**config.mk**
```make
export PLATFORM = sky130hd
export DESIGN_NAME = sem_root_cell
export DESIGN_NICKNAME = d
export VERILOG_FILES = /design/src/rtl/sem_pkg.sv /design/src/rtl/sem_root_cell.sv
export SDC_FILE = /design/constraint.sdc
export NUM_CORES = 1
export LEC_CHECK = 0
export BUFFER_PORTS_ARGS = -buffer_cell sky130_fd_sc_hd__buf_2
export CAP_MARGIN = 20
export CELL_PAD_IN_SITES_DETAIL_PLACEMENT = 1
export CELL_PAD_IN_SITES_GLOBAL_PLACEMENT = 1
export CORE_UTILIZATION = 35
export CTS_CLUSTER_DIAMETER = 150
export CTS_CLUSTER_SIZE = 16
export DETAILED_ROUTE_END_ITERATION = 8
export GPL_ROUTABILITY_DRIVEN = 0
export GPL_TIMING_DRIVEN = 0
export PLACE_DENSITY_LB_ADDON = 0.1
export SYNTH_ARGS = -nofsm -noshare
export SYNTH_HDL_FRONTEND = slang
export SYNTH_SLANG_ARGS = --single-unit
```
**constraint.sdc**
```tcl
create_clock -name clk -period 1.75 [get_ports clk]
set_clock_uncertainty 0.05 [all_clocks]
set_input_delay 0.35 -clock clk [delete_from_list [all_inputs] [get_ports clk]]
set_output_delay 0.35 -clock clk [all_outputs]
set_load 0.02 [all_outputs]
```
**src/rtl/sem_pkg.sv**
```systemverilog
// Shared constants, types and helper functions of the Sobel edge magnitude block.
package sem_pkg;

	localparam int MAX_WIDTH    = 2048;
	localparam int MAX_HEIGHT   = 4096;
	localparam int MIN_SIZE     = 3;
	localparam int COL_W        = $clog2(MAX_WIDTH);
	localparam int ROW_W        = $clog2(MAX_HEIGHT);
	localparam int PIX_W        = 8;
	localparam int WIDTH_REG_W  = 12;
	localparam int HEIGHT_REG_W = 13;
	localparam int CFG_W        = 13;
	localparam int GRAD_W       = 10;
	localparam int SQ_W         = 2 * GRAD_W;
	localparam int ENERGY_W     = SQ_W + 1;
	localparam int ROOT_W       = 16;
	localparam int ROOT_STEPS   = ROOT_W / 2;
	localparam int RESET_WIDTH  = 640;
	localparam int RESET_HEIGHT = 480;

	localparam logic [PIX_W-1:0]  MAG_MAX    = '1;
	localparam logic [ROOT_W-1:0] ROOT_FIRST = ROOT_W'(1) << (ROOT_W - 2);

	typedef enum logic [0:0] {
		REG_IMAGE_WIDTH  = 1'b0,
		REG_IMAGE_HEIGHT = 1'b1
	} cfg_reg_t;

	// Data handed from one square root cell to the next.
	typedef struct packed {
		logic              last;
		logic              sat;
		logic [ROOT_W-1:0] op;
		logic [ROOT_W-1:0] res;
		logic [ROOT_W-1:0] one;
	} root_data_t;

	typedef struct packed {
		logic       valid;
		root_data_t data;
	} root_t;

	// Last column index in use for a programmed width.
	function automatic logic [COL_W-1:0] last_col_of(logic [WIDTH_REG_W-1:0] w);
		int v;
		v = int'(w);
		if (v < MIN_SIZE) v = MIN_SIZE;
		if (v > MAX_WIDTH) v = MAX_WIDTH;
		return COL_W'(v - 1);
	endfunction

	// Last row index in use for a programmed height.
	function automatic logic [ROW_W-1:0] last_row_of(logic [HEIGHT_REG_W-1:0] h);
		int v;
		v = int'(h);
		if (v < MIN_SIZE) v = MIN_SIZE;
		if (v > MAX_HEIGHT) v = MAX_HEIGHT;
		return ROW_W'(v - 1);
	endfunction

endpackage

```
**src/rtl/sem_root_cell.sv**
```systemverilog
// One step of the digit-by-digit square root, registered toward the next cell.
module sem_root_cell
	import sem_pkg::*;
(
	input  logic  clk,
	input  logic  arst_n,
	input  logic  adv,
	input  root_t cell_in,
	output root_t cell_out
);

	logic              valid_q;
	root_data_t        data_q;
	root_data_t        data_n;
	logic [ROOT_W:0]   trial;
	logic              take;

	always_comb begin
		trial  = {1'b0, cell_in.data.res} + {1'b0, cell_in.data.one};
		take   = ({1'b0, cell_in.data.op} >= trial);
		data_n = cell_in.data;
		if (take) begin
			data_n.op  = cell_in.data.op - trial[ROOT_W-1:0];
			data_n.res = (cell_in.data.res >> 1) + cell_in.data.one;
		end else begin
			data_n.res = cell_in.data.res >> 1;
		end
		data_n.one = cell_in.data.one >> 2;
	end

	always_ff @(posedge clk or negedge arst_n) begin
		if (!arst_n) begin
			valid_q <= 1'b0;
		end else if (adv) begin
			valid_q <= cell_in.valid;
		end
	end

	always_ff @(posedge clk) begin
		if (adv) begin
			data_q <= data_n;
		end
	end

	assign cell_out.valid = valid_q;
	assign cell_out.data  = data_q;

endmodule

```
## Word level (Yosys, flattened, before mapping)

Index checks and enable logic that the tools add are counted.

- Multipliers: 0
- Reductions and logical operators: 0
- Eq/ne operators: 0
- Muxes and demuxes: 2
- Add/sub/neg operators: 3
- Shifts and indexed selects: 0
- Bitwise gates (word level): 0
- $lt $le $gt $ge: 1
- Divide/modulo/power cells: 0

Operator list:

| cell | count |
|---|---|
| $add 16x16->17 | 1 |
| $ge 16x17->1 | 1 |
| $add 15x16->16 | 1 |
| $mux 16 | 1 |
| $sub 16x16->16 | 1 |
| $mux 15 | 1 |

- Bits of input ports: 54
- Memories: 0
- Bits in registers: 49
- Output and inout port bits: 51
- Word-level logic and storage cells: 13
- Bits in read-only memories: 0
- Memory bits (writable): 0
- Bits in latches: 0

## Longest topological paths before layout

Gate-level depths: netlist of run 1.

- Word-level depth: 3
- Mapped depth: 16
- Mapped depth without buffers: 15

## Worst setup path after synthesis of run 1

Ideal clock, no wire load.

- Kind: input -> register
- Start: input cell_in[0] (netlist bit)
- End: register data_q (netlist bit cell_out[16]) (data pin)
- Path buffers: 1
- Required time: 1,440 ps
- Data arrival time: 3,655 ps
- Setup time: 260 ps
- Cell stages on the path: 15
- Slack: -2,215 ps
- Path through: ha_1 fa_1 a211oi_2 o211a_1 a21oi_1 a21oi_1 o21ai_0 xnor2_1 ha_1 nand3_1 nor4_1 o21ai_1 a311oi_4 buf_6 mux2_4

RTL lines:

| what | line | source |
|---|---|---|
| from (decl) | sem_root_cell.sv:8 | `input root_t cell_in,` |
| to (signal assigned) | sem_root_cell.sv:41 | `data_q <= data_n;` |
| to (decl) | sem_root_cell.sv:13 | `root_data_t data_q;` |

==> results of run 1 <==
[power by group]
| part | internal, mW | leakage [nW] | switching [mW] |
|---|---|---|---|
| sequential | 1.53 | 0.481 | 0.0425 |
| clock | 0.817 | 0.0938 | 0.467 |
| combinational | 1.44 | 1.95 | 1.54 |
| total | 3.79 | 2.52 | 2.05 |
[cells in the mapped netlist (8+ instances only)]
library cell	number
sky130_fd_sc_hd__edfxtp_1	48
sky130_fd_sc_hd__ha_1	47
sky130_fd_sc_hd__a21oi_1	38
sky130_fd_sc_hd__nor2_1	27
sky130_fd_sc_hd__mux2_4	26
sky130_fd_sc_hd__nand2_1	25
sky130_fd_sc_hd__o21ai_0	21
sky130_fd_sc_hd__xnor2_1	20
sky130_fd_sc_hd__xor2_1	16
sky130_fd_sc_hd__inv_1	15
sky130_fd_sc_hd__a21o_1	8
[per-layer routing]
metal,vias up,track usage
li1,1797,-
met3,18,0.0376
met4,0,0.0720
met1,1733,0.239
met2,75,0.326
met5,-,0
[registers in the layout (all words and copies together) (netlist names)]
name	cells
cell_out	48
valid_q	1
[worst max-delay path, cell delays in order]
cell	delay, ns
sky130_fd_sc_hd__buf_6	0.10
sky130_fd_sc_hd__ha_4	0.15
sky130_fd_sc_hd__fa_2	0.34
sky130_fd_sc_hd__a211oi_2	0.23
sky130_fd_sc_hd__o211a_1	0.21
sky130_fd_sc_hd__a21oi_4	0.06
sky130_fd_sc_hd__a21oi_4	0.19
sky130_fd_sc_hd__o21ai_2	0.10
sky130_fd_sc_hd__xnor2_2	0.15
sky130_fd_sc_hd__ha_1	0.34
sky130_fd_sc_hd__nand3_2	0.15
sky130_fd_sc_hd__buf_6	0.15
sky130_fd_sc_hd__nand2b_4	0.13
sky130_fd_sc_hd__a311oi_4	0.37
sky130_fd_sc_hd__buf_6	0.18
sky130_fd_sc_hd__buf_8	0.15
sky130_fd_sc_hd__mux2_4	0.31
[worst max path at each step]
stage / slack, ns / end / cells past startpoint / start
3_5_place_dp: -2.55 / cell_out[43]$_DFFE_PP_ / 15 / cell_in[8]
2_1_floorplan: -1.90 / cell_out[16]$_DFFE_PP_ / 15 / cell_in[0]
6_report: -1.92 / cell_out[36]$_DFFE_PP_ / 17 / cell_in[0]
3_3_place_gp: -2.48 / cell_out[43]$_DFFE_PP_ / 16 / cell_in[0]
4_1_cts: -2.00 / cell_out[36]$_DFFE_PP_ / 17 / cell_in[0]
5_1_grt: -2.00 / cell_out[28]$_DFFE_PP_ / 16 / cell_in[0]
[per-stage QoR]
step,instance area (um^2),setup slack [ns]
detailed placement,5000,-2.55
finish,5870,-1.92
floorplan,4310,-1.90
global placement,5000,-2.48
global route,5870,-2.00
CTS,5440,-2.00
[final cells by class]
class	instances	area share
timing repair buffer	139	0.151
inverter	15	0.00959
buffer	6	0.0117
clock buffer	5	0.0213
clock inverter	3	0.0111
multi-input combinational	330	0.515
tap	143	0.0305
sequential	49	0.250
[cell families (layout without fill, tap and decap cells)]
logic type | Yosys count | in the layout | synth area share
AND/OR/NAND/NOR | 90 | 90 | 0.100
AO/OA/AOI/OAI | 119 | 119 | 0.185
other | 1 | 2 | 0.000886
adder cells (fa/ha/maj) | 50 | 50 | 0.153
multiplexers | 33 | 33 | 0.110
flip-flops | 49 | 49 | 0.347
buffers and inverters | 22 | 168 | 0.0293
XOR/XNOR | 36 | 36 | 0.0745
[timing repair]
action / CTS / global route
hold buffers: 1 / 0
endpoints found under the setup margin: 32 / 32
gates resized for setup: 24 / 59
pin swaps: 21 / 34
endpoints found under the hold margin: 1 / 0
buffers inserted: 17 / 18
gates cloned: 1 / 0
==> flow_metrics.py, run 1 <==
metrics = {
    "layout": {
        "utilization": 0.505,
        "multiInputGateArea_um2": 3020,
        "fillerInstances": 1300,
        "layout_cells_sized_above_1": 0.426,
        "nets": 650,
        "final_common_cell": "sky130_fd_sc_hd__buf_2",
        "fin_cells": 690,
        "antenna-diode-count": 0,
        "mostFrequentLayoutCells": "92 x sky130_fd_sc_hd__buf_2, 48 x sky130_fd_sc_hd__edfxtp_1, 37 x sky130_fd_sc_hd__buf_4",
        "seq_area_um2": 1470,
        "area_growth_syn_to_layout_pct": 38.7,
    },
    "detailed_routing": {
        "met3_wirelength_um": 462,
        "topRoutingLayerUsed": "met4",
        "detailedRoute.firstIterationViolations": 139,
        "via_per_inst": 5.25,
        "post-route-drc-count": 8,
        "routed-via-count": 3623,
        "met2_routed_length_um": 5880,
        "wl_per_cell_um": 17.5,
        "drt_pass1_iterations": 6,
        "m1WireLength_um": 5480,
        "antenna_violating_nets_post_route": 0,
        "finalWirelength_um": 12100,
    },
    "run_status": {
        "status": "finished with violations",
        "failed_checks": "design-rule violations, negative setup slack",
    },
    "logic_synthesis": {
        "synth_top_area_cell": "sky130_fd_sc_hd__edfxtp_1",
        "synth.avg_cell_area_um2": 10.6,
        "ys_ff_latch": 49,
        "yosys_warnings": 0,
        "yosys.cell_types.count": 56,
        "gate_count_post_synth": 400,
        "synth-main-ff-cell": "sky130_fd_sc_hd__edfxtp_1",
        "synth_top_cell_area_share": 0.341,
        "postSynth.asyncResetShare": 0.0204,
        "synth_sequential_area_ratio": 0.347,
        "netlist_area_um2": 4230,
        "synth_enable_flop_cells": 48,
        "synth_top_cells_by_area": "sky130_fd_sc_hd__edfxtp_1 34%, sky130_fd_sc_hd__ha_1 14%, sky130_fd_sc_hd__mux2_4 9.2%, sky130_fd_sc_hd__a21oi_1 4.5%, sky130_fd_sc_hd__xnor2_1 4.1%",
    },
    "clock_tree": {
        "cts_buffers": 5,
        "cts.root.buffer_cell": "sky130_fd_sc_hd__clkbuf_16",
        "cts_tree": "yes",
        "cts.reportedPaths.clkPinSlew_ns": 0.07,
        "cts_max_level": 2,
        "max-clock-path-buffers": 2,
        "cts.sink_count": 49,
        "clock_insertion_delay_worst_skew_ns": 0.30,
    },
    "floorplan": {
        "core_area_um2": 11600,
        "fp.dieArea_um2": 12500,
        "initial_utilization": 0.364,
        "fp-row-count": 39,
        "ioPinCount": 105,
        "die_w_um": 112,
        "chipHeight_um": 112,
    },
    "global_routing": {
        "number_of_antenna_violations_at_the_first_check_in_global_routing": 0,
        "largest_net_degree_at_the_start_of_global_routing": 50,
        "gr-total-overflow": 0,
        "grt_use_total": 0.191,
        "grt_first_pass_wirelength_um": 18600,
        "grt_pass1_vias": 3687,
    },
    "hold_path": {
        "hold_start": "cell_in[48]",
        "holdPathEnd": "cell_out[48]$_DFFE_PP_",
        "min_path_cells": 1,
        "hold_path_class": "in2reg",
    },
    "setup_path": {
        "criticalPathCategory": "in2reg",
        "r2r-start": "valid_q$_DFFE_PN0P_",
        "setup.worst_path.end_class": "flop",
        "timing.reg2reg.worst_path_depth": 1,
        "critical_path_arrival_ns": 3.68,
        "timing.critical_path.fanout_max": 5,
        "reg2reg_to": "valid_q$_DFFE_PN0P_",
        "cp_startpoint_kind": "input pin",
        "r2r_setup_slack_ns": 0.96,
        "cp.required_ns": 1.76,
    },
    "sta": {
        "worst_slew_pin_slew_ns": 0.557,
        "final.hold.worst_slack_ns": 0.169,
        "hold_viol_final": 0,
        "achievable-frequency_mhz": 273,
        "layout_setup_ws_ns": -1.92,
        "slew_violations": 0,
        "rsz0062_at_grt": "yes",
        "slew_limit_headroom": 0.627,
        "number_of_setup_violations_in_the_final_report": 32,
        "final.min_clock_period_ns": 3.67,
        "final.period_utilization": 2.10,
        "setup-tns-final_ns": -59.55,
    },
    "placed_design": {
        "io_buffers": 102,
        "placed_cells": 646,
        "hpwlAfterDp_um": 8740,
    },
    "power_and_ir_drop": {
        "power-per-cell-area_nw_per_um2": 995,
        "irDropWorstVdd_uv": 482,
        "p_leak_nw": 2.52,
        "p_total_mw": 5.84,
    },
    "job": {
        "count_of_max_cap_constraint_violations": 0,
    },
}
(Power assumes the default switching activity.)
==> run 2, diff against run 1 <==
--- a/config.mk
+++ b/config.mk
@@ -5,7 +5,6 @@
 export SDC_FILE = /design/constraint.sdc
 export NUM_CORES = 1
 export LEC_CHECK = 0
-export BUFFER_PORTS_ARGS = -buffer_cell sky130_fd_sc_hd__buf_2
 export CAP_MARGIN = 20
 export CELL_PAD_IN_SITES_DETAIL_PLACEMENT = 1
 export CELL_PAD_IN_SITES_GLOBAL_PLACEMENT = 1
@@ -13,6 +12,7 @@
 export CTS_CLUSTER_DIAMETER = 150
 export CTS_CLUSTER_SIZE = 16
 export DETAILED_ROUTE_END_ITERATION = 8
+export DONT_BUFFER_PORTS = 1
 export GPL_ROUTABILITY_DRIVEN = 0
 export GPL_TIMING_DRIVEN = 0
 export PLACE_DENSITY_LB_ADDON = 0.1
==> run 2 against run 1 <==
Net effect:
- the flow still finishes with violations (design-rule violations, negative setup slack)
- sequential cell count unchanged
- critical endpoint is now cell_out[47]$_DFFE_PP_
- largest power group unchanged
- die area unchanged
- register-to-register slack about the same
- worst setup slack improved by 0.056 ns
- via count decreased by 12%
- global-route usage decreased by 0.53 points
- critical path depth increased by 4
- routed wire length decreased by 4.6%
- sequential power increased by 16%
- sequential share of layout area increased by 3.4 points
- cell count decreased by 16%
==> flow_metrics.py, run 2 (synthesis results as in run 1) <==
metrics = {
    "run_status": {
        "status": "finished with violations",
        "failed_checks": "design-rule violations, negative setup slack",
    },
    "floorplan": {
        "fp.dieArea_um2": 12500,
        "fp-row-count": 39,
        "core_area_um2": 11600,
        "initial_utilization": 0.364,
        "chipHeight_um": 112,
        "die_w_um": 112,
        "ioPinCount": 105,
    },
    "sta": {
        "slew_violations": 0,
        "hold_viol_final": 0,
        "number_of_setup_violations_in_the_final_report": 32,
        "final.min_clock_period_ns": 3.61,
        "achievable-frequency_mhz": 277,
        "layout_setup_ws_ns": -1.86,
        "final.period_utilization": 2.06,
        "rsz0062_at_grt": "yes",
    },
    "detailed_routing": {
        "via_per_inst": 5.50,
        "detailedRoute.firstIterationViolations": 115,
        "antenna_violating_nets_post_route": 0,
        "routed-via-count": 3203,
        "post-route-drc-count": 8,
        "drt_pass1_iterations": 6,
        "wl_per_cell_um": 19.8,
        "finalWirelength_um": 11500,
    },
    "power_and_ir_drop": {
        "power-per-cell-area_nw_per_um2": 1050,
        "share_of_total_power_in_sequential_cells": 0.336,
        "power.switching_fraction": 0.357,
        "cellInternalPower_mw": 3.48,
        "p_leak_nw": 2.05,
        "net-switching-power_mw": 1.94,
        "share_clk_of_total_power": 0.193,
        "irDropWorstVdd_uv": 500,
        "comb_power_share": 0.471,
    },
    "layout": {
        "area_growth_syn_to_layout_pct": 22.3,
        "fin_cells": 582,
        "nets": 542,
        "utilization": 0.445,
        "layout_cells_sized_above_1": 0.269,
        "final_common_cell": "sky130_fd_sc_hd__edfxtp_1",
        "mostFrequentLayoutCells": "48 x sky130_fd_sc_hd__edfxtp_1, 37 x sky130_fd_sc_hd__ha_1, 32 x sky130_fd_sc_hd__a21oi_1",
        "largest_reg_flops": 48,
        "antenna-diode-count": 0,
    },
    "global_routing": {
        "grt_first_pass_wirelength_um": 18200,
        "grt_use_total": 0.186,
        "number_of_antenna_violations_at_the_first_check_in_global_routing": 0,
        "largest_net_degree_at_the_start_of_global_routing": 50,
        "gr-total-overflow": 0,
        "grt_pass1_vias": 3419,
    },
    "setup_path": {
        "reg2reg_to": "valid_q$_DFFE_PN0P_",
        "cp_startpoint_kind": "input pin",
        "critical_path.top_delay_family": "compound AO/OA/AOI/OAI gates",
        "critical_path_arrival_ns": 3.74,
        "cpPeakStageDelay_ns": 0.36,
        "cp.required_ns": 1.87,
        "timing.critical_path.depth": 21,
        "timing.reg2reg.worst_path_depth": 1,
        "r2r_setup_slack_ns": 0.97,
        "critical_path_cell_list": "ha_4, fa_2, a211oi_4, o211a_1, a21oi_4, a21oi_2, buf_4, xor2_4, ha_4, nand2_4, buf_4, buf_4, buf_4, buf_4, buf_4, buf_4, buf_4, a21oi_2, o31ai_2, a211oi_2, mux2_4",
        "r2r-start": "valid_q$_DFFE_PN0P_",
        "slowest_stage": "sky130_fd_sc_hd__fa_2",
        "criticalPathCategory": "in2reg",
        "setup.worst_path.end_class": "flop",
        "crit_path_start": "cell_in[0]",
        "timing.critical_path.fanout_max": 5,
        "worst_setup_path_endpoint": "cell_out[47]$_DFFE_PP_",
        "cp_common_cell": "sky130_fd_sc_hd__buf_4",
        "cp_num_buf_inv": 8,
    },
    "clock_tree": {
        "cts.root.buffer_cell": "sky130_fd_sc_hd__clkbuf_16",
        "cts_max_level": 2,
        "clock_insertion_delay_worst_skew_ns": 0.29,
        "cts.reportedPaths.clkPinSlew_ns": 0.07,
        "cts.sink_count": 49,
        "max-clock-path-buffers": 2,
        "cts_buffers": 5,
        "cts_tree": "yes",
    },
    "placed_design": {
        "hpwlAfterDp_um": 8520,
        "io_buffers": 0,
        "placed_cells": 544,
    },
    "hold_path": {
        "hold_start": "cell_in[5]",
        "hold_path_class": "in2reg",
    },
    "job": {
        "count_of_max_cap_constraint_violations": 0,
    },
}
## run 2: cell count changes in the layout (fill, tap and decap cells not counted), sizes merged
cell / delta
bufinv: -2
buf: -108
clkbuf: +2
## run 2: how the worst min path moves through the flow
stage | endpoint | slack (ns) | depth (start not counted)
after detailed placement | valid_q$_DFFE_PN0P_ | 0.004 | 0
final | cell_out[3]$_DFFE_PP_ | 0.1 | 0
after floorplan | valid_q$_DFFE_PN0P_ | 0.004 | 0
after global placement | valid_q$_DFFE_PN0P_ | 0.004 | 0
after CTS | cell_out[3]$_DFFE_PP_ | 0.09 | 0
after global routing | cell_out[11]$_DFFE_PP_ | 0.08 | 0
## run 2: layout make-up
type,count,area (um^2)
Buffer,6,73.8
Clock buffer,7,153
Clock inverter,1,5.00
Fill cell,1274,6440
Inverter,15,56.3
Multi-Input combinational cell,330,2940
Sequential cell,49,1470
Tap cell,143,179
Timing Repair Buffer,31,303
## run 2: per-layer routing
layer | part of all wire | track usage
met3 | 0.037 | 0.0348
met2 | 0.50 | 0.330
met1 | 0.45 | 0.231
met5 | 0 | 0
met4 | 0.016 | 0.0480
## run 2: power by group through the flow
stage          Combinational, mW  Sequential [mW]  Clock [mW]
2_1_floorplan               1.58             1.83           0
3_3_place_gp                1.91             1.85           0
3_5_place_dp                1.96             1.85           0
4_1_cts                     2.39             1.83        1.08
5_1_grt                     2.76             1.84        1.13
6_report                    2.55             1.82        1.05
## run 2: timing repair
item | CTS | global route
hold endpoints to repair | 1 | 0
pin swaps | 14 | 19
buffers inserted | 27 | 2
gates resized for setup | 25 | 27
cloned | 2 | 0
setup endpoints to repair | 32 | 32
hold buffers | 1 | 0
## run 2: stage by stage
stage | power, mW | hold WS, ns | setup TNS, ns | worst slack [ns] | instance area (um^2)
after floorplan | 3.41 | 0.00441 | -59.37 | -1.90 | 4310
after global placement | 3.76 | 0.00443 | -75.04 | -2.41 | 4490
after detailed placement | 3.81 | 0.00444 | -75.89 | -2.43 | 4490
after CTS | 5.30 | 0.0890 | -56.68 | -1.84 | 5030
after global routing | 5.72 | 0.0827 | -62.81 | -2.01 | 5170
final | 5.42 | 0.0955 | -58.24 | -1.86 | 5170
==> run 3, diff against run 2 <==
--- a/config.mk
+++ b/config.mk
@@ -19,3 +19,4 @@
 export SYNTH_ARGS = -nofsm -noshare
 export SYNTH_HDL_FRONTEND = slang
 export SYNTH_SLANG_ARGS = --single-unit
+export TNS_END_PERCENT = 20
==> constraint.sdc (replaced) <==
create_clock -name clk -period 4 [get_ports clk]
set_clock_uncertainty 0.05 [all_clocks]
set_input_delay 0.8 -clock clk [delete_from_list [all_inputs] [get_ports clk]]
set_output_delay 0.8 -clock clk [all_outputs]
set_load 0.02 [all_outputs]
==> run 3 against run 2 <==
Net effect:
- the flow still finishes with violations (design-rule violations, negative setup slack)
- first-iteration DRC count rose by 7.0%
- design area down 3.6%
- sequential share of layout area increased by 1.1 points
- non-clock buffer count fell by 11
- sequential cell count unchanged
- count of clock-buffer cells in the layout stayed put
- total power decreased by 58%
- cell count down 1.9%
- core utilization shrank 1.6 points
- via count fell by 1.5%
- combinational power down 60%
- global-route usage shrank 0.68 points
- critical endpoint is now cell_out[40]$_DFFE_PP_
- largest cell class unchanged
- largest power group unchanged
==> flow_metrics.py, run 3 (synthesis results as in run 1) <==
metrics = {
    "floorplan": {
        "initial_utilization": 0.364,
        "fp-row-count": 39,
        "ioPinCount": 105,
        "core_area_um2": 11600,
        "fp.dieArea_um2": 12500,
        "die_w_um": 112,
        "chipHeight_um": 112,
    },
    "layout": {
        "area_growth_syn_to_layout_pct": 17.9,
        "largest_reg_flops": 48,
        "fillerInstances": 1290,
        "antenna-diode-count": 0,
        "postLayoutCellArea_um2": 4990,
        "nets": 531,
        "final_common_cell": "sky130_fd_sc_hd__edfxtp_1",
        "mostFrequentLayoutCells": "48 x sky130_fd_sc_hd__edfxtp_1, 39 x sky130_fd_sc_hd__ha_1, 32 x sky130_fd_sc_hd__a21oi_1",
        "layout_cells_sized_above_1": 0.236,
    },
    "setup_path": {
        "criticalPathCategory": "in2reg",
        "slowest_stage": "sky130_fd_sc_hd__fa_2",
        "critical_path_arrival_ns": 4.01,
        "cp_num_buf_inv": 2,
        "setup.worst_path.end_class": "flop",
        "critical_path.top_delay_family": "compound AO/OA/AOI/OAI gates",
        "critical_path_cell_list": "ha_4, fa_2, a211oi_4, o211a_1, a21oi_4, a21oi_4, o21ai_2, xnor2_2, ha_1, nand3_2, nor4_2, o21ai_2, a311oi_4, buf_6, clkbuf_16, mux2_4",
        "timing.critical_path.fanout_max": 5,
        "cp_startpoint_kind": "input pin",
        "cpPeakStageDelay_ns": 0.36,
        "cp.required_ns": 4.00,
    },
    "clock_tree": {
        "cts.sink_count": 49,
        "cts_max_level": 2,
        "cts_tree": "yes",
        "clock_insertion_delay_worst_skew_ns": 0.29,
        "cts_buffers": 5,
        "cts.reportedPaths.clkPinSlew_ns": 0.07,
        "cts.root.buffer_cell": "sky130_fd_sc_hd__clkbuf_16",
        "max-clock-path-buffers": 2,
    },
    "placed_design": {
        "io_buffers": 0,
        "placedInstanceArea_um2": 4490,
        "hpwlAfterDp_um": 8520,
    },
    "global_routing": {
        "grt_pass1_vias": 3362,
        "number_of_antenna_violations_at_the_first_check_in_global_routing": 0,
        "largest_net_degree_at_the_start_of_global_routing": 50,
        "grt_first_pass_wirelength_um": 17600,
        "gr-total-overflow": 0,
        "grt_use_total": 0.179,
    },
    "detailed_routing": {
        "detailedRoute.firstIterationViolations": 123,
        "wl_per_cell_um": 19.5,
        "antenna_violating_nets_post_route": 0,
        "routed-via-count": 3156,
        "finalWirelength_um": 11100,
        "drt_pass1_iterations": 6,
        "via_per_inst": 5.53,
        "post-route-drc-count": 8,
    },
    "sta": {
        "rsz0062_at_grt": "yes",
        "number_of_setup_violations_in_the_final_report": 7,
        "layout_setup_ws_ns": -0.00568,
        "achievable-frequency_mhz": 250,
        "slew_violations": 0,
        "final.min_clock_period_ns": 4.01,
        "final.period_utilization": 1.00,
        "setup-tns-final_ns": -0.0258,
        "hold_viol_final": 0,
    },
    "run_status": {
        "failed_checks": "design-rule violations, negative setup slack",
        "status": "finished with violations",
    },
    "power_and_ir_drop": {
        "p_leak_nw": 1.97,
        "net-switching-power_mw": 0.801,
        "power-per-cell-area_nw_per_um2": 454,
        "cellInternalPower_mw": 1.46,
        "comb_power_share": 0.445,
        "irDropWorstVdd_uv": 209,
        "share_clk_of_total_power": 0.203,
        "power.switching_fraction": 0.354,
        "share_of_total_power_in_sequential_cells": 0.352,
    },
    "job": {
        "count_of_max_cap_constraint_violations": 0,
    },
    "hold_path": {
        "hold_path_class": "in2async",
    },
}
-- run 3: cell types whose count changed in the layout (fill, tap and decap cells not counted), sizes merged --
cell	previous run	this run
dlygate4sd3	1	0
buf	36	25
clkbuf	7	8
-- run 3: path summary, 6_finish.rpt --
path / startpoint / to / slack (ns) / cells past startpoint
worst max-delay path: cell_in[0] / cell_out[40]$_DFFE_PP_ / -0.006 / 16
worst min-delay path: arst_n / valid_q$_DFFE_PN0P_ / 0.15 / 0
worst max register to register: valid_q$_DFFE_PN0P_ / valid_q$_DFFE_PN0P_ / 3.21 / 1
worst min register to register: valid_q$_DFFE_PN0P_ / valid_q$_DFFE_PN0P_ / 0.46 / 1
max in group asynchronous: arst_n / valid_q$_DFFE_PN0P_ / 3.68 / 0
min in group clk: valid_q$_DFFE_PN0P_ / valid_q$_DFFE_PN0P_ / 0.46 / 1
-- run 3: metrics by stage --
step | hold WS (ns) | power [mW] | setup slack, ns | util | instances
CTS | 0.141 | 2.20 | -0.110 | 0.412 | 565
floorplan | 0.432 | 1.49 | -0.0976 | - | 401
global placement | 0.440 | 1.65 | -0.611 | 0.387 | 544
detailed placement | 0.452 | 1.67 | -0.632 | 0.387 | 544
global route | 0.137 | 2.40 | -0.163 | 0.429 | 571
finish | 0.152 | 2.26 | -0.00568 | 0.429 | 571
-- run 3: power groups by stage --
stage	Sequential, mW	Clock, mW	Combinational, mW
4_1_cts	0.801	0.472	0.928
3_5_place_dp	0.811	0	0.855
5_1_grt	0.804	0.493	1.10
2_1_floorplan	0.800	0	0.693
3_3_place_gp	0.811	0	0.836
6_report	0.798	0.459	1.01
-- run 3: routing by layer --
layer	global-route usage	vias up	wire, um
met5	0	-	0
met2	0.304	72	5430
met1	0.228	1510	5010
met3	0.0354	14	455
met4	0.0604	0	231
li1	-	1560	-
-- run 3: timing repair --
| item | CTS | global route |
|---|---|---|
| gates resized for setup | 9 | 28 |
| hold buffers | 0 | 0 |
| gates cloned | 1 | 1 |
| pin swaps | 10 | 15 |
| setup endpoints to repair | 32 | 32 |
| setup buffers | 12 | 6 |
| hold endpoints to repair | 0 | 0 |
-- run 3: area by class of cell --
cell class / instances / area, um^2 / area share
well taps: 143 / 179 / 0.0359
inverters: 15 / 56.3 / 0.0113
flip-flops and latches: 49 / 1470 / 0.294
clock inverters: 1 / 5.00 / 0.00100
plain buffers: 6 / 73.8 / 0.0148
repair buffers: 20 / 203 / 0.0407
clock buffers: 7 / 153 / 0.0306
multi-input cells: 330 / 2850 / 0.572
